===== src/hw/rtl/wavhp_pkg.sv =====
package wavhp_pkg;

	localparam int unsigned TAG_W  = 32;
	localparam int unsigned TDATA_W = 160;

	// tags as they arrive on the wire, first byte in the lowest bits
	localparam logic [TAG_W-1:0] TAG_RIFF = 32'h4646_4952;
	localparam logic [TAG_W-1:0] TAG_WAVE = 32'h4556_4157;
	localparam logic [TAG_W-1:0] TAG_FMT  = 32'h2074_6D66;
	localparam logic [TAG_W-1:0] TAG_DATA = 32'h6174_6164;

	localparam logic [31:0] FMT_BASE_SIZE = 32'd16;

	typedef enum logic [3:0] {
		PH_RIFF_TAG  = 4'd0,
		PH_RIFF_SIZE = 4'd1,
		PH_WAVE_TAG  = 4'd2,
		PH_FID       = 4'd3,
		PH_FSIZE     = 4'd4,
		PH_FSKIP     = 4'd5,
		PH_FMT_SIZE  = 4'd6,
		PH_FMT_CH    = 4'd7,
		PH_RATE      = 4'd8,
		PH_BRATE     = 4'd9,
		PH_ALIGN_DEP = 4'd10,
		PH_FEXTRA    = 4'd11,
		PH_DID       = 4'd12,
		PH_DSIZE     = 4'd13,
		PH_DSKIP     = 4'd14,
		PH_DATA_SIZE = 4'd15
	} phase_t;

	typedef enum logic [1:0] {
		ST_OK       = 2'd0,
		ST_NOT_RIFF = 2'd1,
		ST_NOT_WAVE = 2'd2,
		ST_TRUNC    = 2'd3
	} status_t;

	typedef struct packed {
		logic [7:0] data_byte;
		logic       first_byte;
		logic       last_byte;
	} in_beat_t;

	typedef struct packed {
		status_t     status;
		logic [15:0] fmt_code;
		logic [15:0] channel_count;
		logic [31:0] sample_hz;
		logic [31:0] bytes_per_sec;
		logic [15:0] frame_bytes;
		logic [15:0] sample_bits;
		logic [31:0] data_size;
	} result_t;

	// parser state; all zeros is the state after reset or restart
	typedef struct packed {
		phase_t      phase;
		logic [1:0]  byte_index;
		logic [31:0] accumulator;
		logic [31:0] skip_remaining;
		logic        tag_mismatch;
		logic [31:0] fmt_extra;
		logic [15:0] held_format;
		logic [15:0] held_channels;
		logic [31:0] held_rate;
		logic [31:0] held_bps;
		logic [15:0] held_align;
		logic [15:0] held_depth;
		logic        finished;
	} parse_state_t;

	// stage handshake between the input register and the rest
	typedef struct packed {
		logic     valid;
		in_beat_t beat;
	} stage_t;

	function automatic logic is_tag_phase(input phase_t ph);
		return (ph == PH_RIFF_TAG) || (ph == PH_WAVE_TAG) ||
			(ph == PH_FID) || (ph == PH_DID);
	endfunction

	function automatic logic is_skip_phase(input phase_t ph);
		return (ph == PH_FSKIP) || (ph == PH_DSKIP) || (ph == PH_FEXTRA);
	endfunction

	function automatic logic [7:0] tag_byte(input phase_t ph, input logic [1:0] idx);
		logic [TAG_W-1:0] tag;
		priority if (ph == PH_WAVE_TAG) begin
			tag = TAG_WAVE;
		end else if (ph == PH_FID) begin
			tag = TAG_FMT;
		end else if (ph == PH_DID) begin
			tag = TAG_DATA;
		end else begin
			tag = TAG_RIFF;
		end
		return tag[{idx, 3'b000} +: 8];
	endfunction

endpackage


===== src/hw/rtl/wavhp_in_stage.sv =====
module wavhp_in_stage (
	input  logic                clk,
	input  logic                arst_n,
	input  logic                s_axis_tvalid,
	output logic                s_axis_tready,
	input  logic [7:0]          s_axis_tdata,   // [7:0] data_byte
	input  logic                s_axis_tuser,   // [0] first_byte
	input  logic                s_axis_tlast,
	input  logic                advance,
	output wavhp_pkg::stage_t   stage
);

	logic                 valid_s1;
	wavhp_pkg::in_beat_t  beat_s1;

	assign s_axis_tready = !valid_s1 || advance;

	always_ff @(posedge clk or negedge arst_n) begin
		if (!arst_n) begin
			valid_s1 <= 1'b0;
		end else if (s_axis_tready) begin
			valid_s1 <= s_axis_tvalid;
		end
	end

	always_ff @(posedge clk) begin
		if (s_axis_tvalid && s_axis_tready) begin
			beat_s1.data_byte  <= s_axis_tdata;
			beat_s1.first_byte <= s_axis_tuser;
			beat_s1.last_byte  <= s_axis_tlast;
		end
	end

	assign stage.valid = valid_s1;
	assign stage.beat  = beat_s1;

endmodule


===== src/hw/rtl/wavhp_parse.sv =====
module wavhp_parse (
	input  logic                 clk,
	input  logic                 arst_n,
	input  logic                 advance,
	input  wavhp_pkg::in_beat_t  beat,
	output logic                 emit,
	output wavhp_pkg::result_t   result
);

	wavhp_pkg::parse_state_t state_q;
	wavhp_pkg::parse_state_t cur;
	wavhp_pkg::parse_state_t nxt;
	wavhp_pkg::status_t      status;
	logic [31:0]             acc_new;
	logic                    bad;

	always_comb begin
		// restart clears everything before the byte is used
		cur     = beat.first_byte ? wavhp_pkg::parse_state_t'('0) : state_q;
		nxt     = cur;
		emit    = 1'b0;
		status  = wavhp_pkg::ST_OK;
		acc_new = {beat.data_byte, cur.accumulator[31:8]};
		bad     = cur.tag_mismatch;

		if (!cur.finished) begin
			if (wavhp_pkg::is_skip_phase(cur.phase)) begin
				if (cur.skip_remaining <= 32'd1) begin
					nxt.skip_remaining = '0;
					nxt.phase = (cur.phase == wavhp_pkg::PH_FSKIP) ?
						wavhp_pkg::PH_FID : wavhp_pkg::PH_DID;
				end else begin
					nxt.skip_remaining = cur.skip_remaining - 32'd1;
				end
			end else begin
				nxt.byte_index  = cur.byte_index + 2'd1;
				nxt.accumulator = acc_new;
				if (wavhp_pkg::is_tag_phase(cur.phase) &&
					(beat.data_byte != wavhp_pkg::tag_byte(cur.phase, cur.byte_index))) begin
					bad = 1'b1;
				end
				nxt.tag_mismatch = bad;

				if (cur.byte_index == 2'd3) begin
					nxt.tag_mismatch = 1'b0;
					unique case (cur.phase)
						wavhp_pkg::PH_RIFF_TAG: begin
							if (bad) begin
								emit   = 1'b1;
								status = wavhp_pkg::ST_NOT_RIFF;
							end else begin
								nxt.phase = wavhp_pkg::PH_RIFF_SIZE;
							end
						end
						wavhp_pkg::PH_RIFF_SIZE: nxt.phase = wavhp_pkg::PH_WAVE_TAG;
						wavhp_pkg::PH_WAVE_TAG: begin
							if (bad) begin
								emit   = 1'b1;
								status = wavhp_pkg::ST_NOT_WAVE;
							end else begin
								nxt.phase = wavhp_pkg::PH_FID;
							end
						end
						wavhp_pkg::PH_FID: begin
							nxt.phase = bad ? wavhp_pkg::PH_FSIZE : wavhp_pkg::PH_FMT_SIZE;
						end
						wavhp_pkg::PH_FSIZE: begin
							if (acc_new == '0) begin
								nxt.phase = wavhp_pkg::PH_FID;
							end else begin
								nxt.skip_remaining = acc_new;
								nxt.phase = wavhp_pkg::PH_FSKIP;
							end
						end
						wavhp_pkg::PH_FMT_SIZE: begin
							nxt.fmt_extra = (acc_new > wavhp_pkg::FMT_BASE_SIZE) ?
								(acc_new - wavhp_pkg::FMT_BASE_SIZE) : '0;
							nxt.phase = wavhp_pkg::PH_FMT_CH;
						end
						wavhp_pkg::PH_FMT_CH: begin
							nxt.held_format   = acc_new[15:0];
							nxt.held_channels = acc_new[31:16];
							nxt.phase = wavhp_pkg::PH_RATE;
						end
						wavhp_pkg::PH_RATE: begin
							nxt.held_rate = acc_new;
							nxt.phase = wavhp_pkg::PH_BRATE;
						end
						wavhp_pkg::PH_BRATE: begin
							nxt.held_bps = acc_new;
							nxt.phase = wavhp_pkg::PH_ALIGN_DEP;
						end
						wavhp_pkg::PH_ALIGN_DEP: begin
							nxt.held_align = acc_new[15:0];
							nxt.held_depth = acc_new[31:16];
							// pass over fmt bytes beyond the basic sixteen
							if (cur.fmt_extra == '0) begin
								nxt.phase = wavhp_pkg::PH_DID;
							end else begin
								nxt.skip_remaining = cur.fmt_extra;
								nxt.phase = wavhp_pkg::PH_FEXTRA;
							end
						end
						wavhp_pkg::PH_DID: begin
							nxt.phase = bad ? wavhp_pkg::PH_DSIZE : wavhp_pkg::PH_DATA_SIZE;
						end
						wavhp_pkg::PH_DSIZE: begin
							if (acc_new == '0) begin
								nxt.phase = wavhp_pkg::PH_DID;
							end else begin
								nxt.skip_remaining = acc_new;
								nxt.phase = wavhp_pkg::PH_DSKIP;
							end
						end
						wavhp_pkg::PH_DATA_SIZE: begin
							emit   = 1'b1;
							status = wavhp_pkg::ST_OK;
						end
						default: ;
					endcase
				end
			end

			if (!emit && beat.last_byte) begin
				emit   = 1'b1;
				status = wavhp_pkg::ST_TRUNC;
			end
			if (emit) begin
				nxt.finished = 1'b1;
			end
		end
	end

	always_comb begin
		result = '0;
		result.status = status;
		if (status == wavhp_pkg::ST_OK) begin
			result.fmt_code      = nxt.held_format;
			result.channel_count = nxt.held_channels;
			result.sample_hz     = nxt.held_rate;
			result.bytes_per_sec = nxt.held_bps;
			result.frame_bytes   = nxt.held_align;
			result.sample_bits   = nxt.held_depth;
			result.data_size     = acc_new;
		end
	end

	always_ff @(posedge clk or negedge arst_n) begin
		if (!arst_n) begin
			state_q <= '0;
		end else if (advance) begin
			state_q <= nxt;
		end
	end

endmodule


===== src/hw/rtl/wavhp_out_stage.sv =====
module wavhp_out_stage (
	input  logic                                clk,
	input  logic                                arst_n,
	input  logic                                load,
	input  wavhp_pkg::result_t                  result,
	output logic                                room,
	output logic                                m_axis_tvalid,
	input  logic                                m_axis_tready,
	output logic [wavhp_pkg::TDATA_W-1:0]       m_axis_tdata,
	output logic [1:0]                          m_axis_tuser
);

	logic               valid_q;
	wavhp_pkg::result_t result_q;

	assign room = !valid_q || m_axis_tready;

	always_ff @(posedge clk or negedge arst_n) begin
		if (!arst_n) begin
			valid_q <= 1'b0;
		end else begin
			valid_q <= load || (valid_q && !m_axis_tready);
		end
	end

	always_ff @(posedge clk) begin
		if (load) begin
			result_q <= result;
		end
	end

	assign m_axis_tvalid = valid_q;
	assign m_axis_tuser  = result_q.status;
	assign m_axis_tdata  = {result_q.data_size, result_q.sample_bits, result_q.frame_bytes,
		result_q.bytes_per_sec, result_q.sample_hz, result_q.channel_count,
		result_q.fmt_code};

endmodule


===== src/hw/rtl/wav_header_parser_top.sv =====
// WAV header parser.
// Input stream: one byte of the file per beat. s_axis_tuser marks the first byte
// of a file and restarts the parser; s_axis_tlast marks the final byte.
// Output stream: at most one beat per file. m_axis_tuser carries the status
// (ok, not RIFF, not WAVE, truncated); m_axis_tdata carries the captured format
// fields and data chunk size, all zero unless the status is ok.
// Bytes after a result are dropped until the next first byte.
// Throughput: one byte per cycle while no result is stalled at the output; the
// parse logic sits between the input register and the result register.
// A result is registered: the byte that completes it is held in the input register,
// then the result enters the result register, which drives m_axis_tvalid.
// Reset: arst_n clears the parser to wait for the RIFF tag and empties both
// registers; no result is pending after reset.
// Stall: while m_axis_tready is low a waiting result holds, the byte in the input
// register waits, and s_axis_tready drops only once both registers are full.
module wav_header_parser_top (
	input  logic                                clk,
	input  logic                                arst_n,
	input  logic                                s_axis_tvalid,
	output logic                                s_axis_tready,
	input  logic [7:0]                          s_axis_tdata,   // [7:0] data_byte
	input  logic                                s_axis_tuser,   // [0] first_byte
	input  logic                                s_axis_tlast,
	output logic                                m_axis_tvalid,
	input  logic                                m_axis_tready,
	// [15:0] fmt_code, [31:16] channel_count, [63:32] sample_hz,
	// [95:64] bytes_per_sec, [111:96] frame_bytes, [127:112] sample_bits,
	// [159:128] data_size
	output logic [wavhp_pkg::TDATA_W-1:0]       m_axis_tdata,
	output logic [1:0]                          m_axis_tuser    // [1:0] status
);

	wavhp_pkg::stage_t  stage;
	wavhp_pkg::result_t result;
	logic               emit;
	logic               room;
	logic               advance;

	assign advance = stage.valid && room;

	wavhp_in_stage u_in (
		.clk           (clk),
		.arst_n        (arst_n),
		.s_axis_tvalid (s_axis_tvalid),
		.s_axis_tready (s_axis_tready),
		.s_axis_tdata  (s_axis_tdata),
		.s_axis_tuser  (s_axis_tuser),
		.s_axis_tlast  (s_axis_tlast),
		.advance       (advance),
		.stage         (stage)
	);

	wavhp_parse u_parse (
		.clk     (clk),
		.arst_n  (arst_n),
		.advance (advance),
		.beat    (stage.beat),
		.emit    (emit),
		.result  (result)
	);

	wavhp_out_stage u_out (
		.clk           (clk),
		.arst_n        (arst_n),
		.load          (advance && emit),
		.result        (result),
		.room          (room),
		.m_axis_tvalid (m_axis_tvalid),
		.m_axis_tready (m_axis_tready),
		.m_axis_tdata  (m_axis_tdata),
		.m_axis_tuser  (m_axis_tuser)
	);

endmodule


===== config.mk =====
export PLATFORM = sky130hd
export DESIGN_NAME = wav_header_parser_top
export DESIGN_NICKNAME = d
export VERILOG_FILES = /design/src/hw/rtl/wavhp_pkg.sv /design/src/hw/rtl/wavhp_in_stage.sv /design/src/hw/rtl/wavhp_parse.sv /design/src/hw/rtl/wavhp_out_stage.sv /design/src/hw/rtl/wav_header_parser_top.sv
export SDC_FILE = /design/constraint.sdc
export NUM_CORES = 1
export LEC_CHECK = 0
export BUFFER_PORTS_ARGS = -buffer_cell sky130_fd_sc_hd__buf_2
export CORE_ASPECT_RATIO = 1.25
export CORE_MARGIN = 1
export CORE_UTILIZATION = 48
export CTS_CLUSTER_SIZE = 14
export DETAILED_ROUTE_END_ITERATION = 16
export PLACE_DENSITY = 0.66
export RECOVER_POWER = 50
export SLEW_MARGIN = 30
export SYNTH_ARGS = -nofsm -noshare
export SYNTH_HDL_FRONTEND = slang
export SYNTH_SLANG_ARGS = --single-unit

===== constraint.sdc =====
create_clock -name clk -period 19.4 [get_ports clk]
set_input_delay 0.97 -clock clk [delete_from_list [all_inputs] [get_ports clk]]
set_output_delay 0.97 -clock clk [all_outputs]
set_load 0.02 [all_outputs]

==> run_results.csv <==
group,metric,value,unit
run_status,run_status,"finished with violations",
run_status,violations,"max-capacitance violations, max-slew violations",
clocking,ctsResizeCount,0,
clocking,clockBufferDepth,3,
synth,syn_area,0.0210,mm2
timing,fin_ws,11.29,ns
hold_path,hp-class,"reg2reg",
timing,fin_crit_sh,41.8,%
routing,drt-pass1-iter-count,6,
clocking,insertion_delay,0.58,ns
routing,wire_per_inst,24.0,um
timing,period_minus_slack,8.11,ns
setup_path,worstPathArrival,7.82,ns
pwr,power,2.28,mW
synth,async_flop_share,56.8,%
pwr,seqPwrFrac,44.7,%
timing,rsz0062_at_grt,"false",
timing,slew_viol_final,404,
timing,max_freq,123,MHz
pwr,power_density,98.2,mW/mm2
clocking,h-tree-depth,2,
routing,vias,17633,
routing,drc_errors,0,
place,place.gp.congestion,0.904,
cells_and_area,fin_cells,2653,
cells_and_area,final_common_cell,"dfrtp_1",
setup_path,critPathBufInv,2,
pwr,power.internal,1.54,mW
synth,synth_cell_types,87,
clocking,clk_pin_slew,0.06,ns
clocking,cts_hold_buf,0,
cells_and_area,design_area,0.0232,mm2
floorplan,start_util,48.8,%
timing,setup_viol,0,
setup_path,max_stage_delay,3.62,ns
pwr,ir_worst_vdd,0.0776,mV
timing,finalClockSkew,0.0235,ns
pwr,power_switching,0.748,mW
pwr,p_clk_share,37.1,%
setup_path,slowest_stage,"clkbuf_1",
pwr,leakage,8.82,nW
pwr,sw_frac_of_total,32.8,%
grt,gr-usage-all-layers,28.4,%
floorplan,num_io_pins,178,
cells_and_area,fillers,3866,
clocking,cts_buffers,43,
place,dp_cells,2574,
clocking,cts_setup_buffers,0,
floorplan,die-area,0.0446,mm2
timing,worstMarginPinSlew,5.28,ns
cells_and_area,nNetsFinal,2074,
synth,synth_edf_count,172,
place,port_buffers,177,
routing,routed_wl,63700,um
clocking,cts-root-buf,"clkbuf_16",
routing,routed_via_density,6.65,
clocking,cts_sinks,398,
setup_path,crit_fanout,90,
synth,ys_top_cells_by_area,"dfrtp_1 (27%), edfxtp_1 (25%), a22oi_1 (4.8%), a2111oi_2 (4.6%), o21ai_0 (4.2%)",
setup_path,cpMostUsedCell,"clkbuf_1",
setup_path,path_class,"in2async",
setup_path,crit_family,"buffers and inverters",
grt,antenna_found_initial,0,
routing,drt_first_iter_violations,2066,
cells_and_area,syn_to_final_growth,10.7,%
synth,synth-seq-cells,398,
routing,ant_nets,0,
cells_and_area,drive_above_1_share,10.1,%
place,dpl.hpwl,39000,um
grt,grt_max_degree,121,
job,maxCapViolations,9,
cells_and_area,finish.utilization,54.0,%
setup_path,cp_cell_sequence,"clkbuf_1 > clkbuf_1",
clocking,cts_tree,"yes",
grt,grt_pass1_wl,98600,um
grt,overflow,0,
place,dp_slack,14.74,ns
place,place_area,0.0221,mm2
pwr,combPwrFrac,18.2,%
timing,hold_viol_final,0,
synth,yosys_warnings,0,
synth,synth_flop_cell,"dfrtp_1",
setup_path,crit_required,19.11,ns
synth,ys_seq_area_share,51.5,%
timing,slew_headroom,-252,%
floorplan,num_rows,85,
floorplan,die_height,236,um
floorplan,die_w,189,um
synth,synth.avg_cell_area,10.4,um2
synth,syn-num-nets,2041,
synth,synth_top_area_share,26.9,%
synth,yosysTopAreaCell,"dfrtp_1",
synth,syn_inst,2022,
cells_and_area,mostFrequentLayoutCells,"dfrtp_1 (225), nand2_1 (219), clkbuf_1 (180)",
grt,grt_pass1_vias,16581,
cells_and_area,n_antenna_cell,0,
floorplan,coreArea,0.0431,mm2
timing,tns,0,ns
setup_path,start_kind,"input pin",
timing,hold_slack,0.495,ns
setup_path,cp-end-kind,"asynchronous set/reset pin",
path summary, 6_finish.rpt:
| kind | startpoint | cells after the start | endpoint | slack (ns) |
|---|---|---|---|---|
| worst max-delay path | arst_n | 2 | u_parse.state_q[15]$_DFFE_PN0P_ | 11.29 |
| min in group asynchronous | arst_n | 1 | u_in.valid_s1$_DFFE_PN0N_ | 2.33 |
| max in group clk | u_in.stage[1]$_DFFE_PP_ | 8 | u_out.m_axis_tdata[98]$_SDFFCE_PP0P_ | 11.98 |
| worst min-delay path | u_parse.state_q[108]$_DFFE_PN0P_ | 1 | u_parse.state_q[108]$_DFFE_PN0P_ | 0.49 |
| worst max register to register | u_in.stage[1]$_DFFE_PP_ | 8 | u_out.m_axis_tdata[98]$_SDFFCE_PP0P_ | 11.98 |
| worst min register to register | u_parse.state_q[108]$_DFFE_PN0P_ | 1 | u_parse.state_q[108]$_DFFE_PN0P_ | 0.49 |
state kept, by name, summed over array words and instances (netlist names):
signal               count
u_out.m_axis_tdata     160
u_out.m_axis_tuser       2
u_out.m_axis_tvalid      1
u_parse.state_q        224
u_in.stage              10
u_in.valid_s1            1
power by group through the flow:
stage	clock, mW	combinational, mW	sequential, mW
final	0.847	0.416	1.02
after global routing	0.889	0.445	1.02
after CTS	0.858	0.422	1.01
after detailed placement	0	0.420	1.03
after global placement	0	0.416	1.03
after floorplan	0	0.282	1.02
Yosys cell counts (all sizes together), types with 28 or more instances:
library cell,instances
nor3,35
a211oi,53
edfxtp,172
clkbuf,181
a21oi,79
a22oi,134
o21ai,192
inv,37
nand2,219
dfrtp,226
a22o,45
a2111oi,115
nor4,28
nor2,89
mux2i,81
buf,50
cell type report:
class	count	area, um2	area share (%)
Sequential cell	398	10800	46.6
Multi-Input combinational cell	1356	9140	39.3
Clock buffer	54	1160	4.99
Timing Repair Buffer	219	1000	4.32
Tap cell	565	707	3.04
Clock inverter	24	274	1.18
Inverter	37	139	0.598
routing by layer:
layer	track usage [%]	wire, um	share of wire [%]	vias to the layer above
met1	39.1	25900	41	8783
met4	12.5	2800	4.4	0
met2	44.4	30400	48	863
met3	4.42	4640	7.3	181
met5	0	0	0	-
li1	-	-	-	7806
cells by family after synthesis:
| family | Yosys count | synth area share [%] |
|---|---|---|
| AOI/OAI and AO/OA | 739 | 26.3 |
| and+or+nand+nor | 500 | 11.4 |
| DFF | 398 | 51.5 |
| buffers and inverters | 268 | 5.24 |
| muxes | 82 | 3.91 |
| xor gates and xnor gates | 30 | 1.25 |
| adders and majority gates | 5 | 0.298 |
Power figures use the tool's default switching activity.
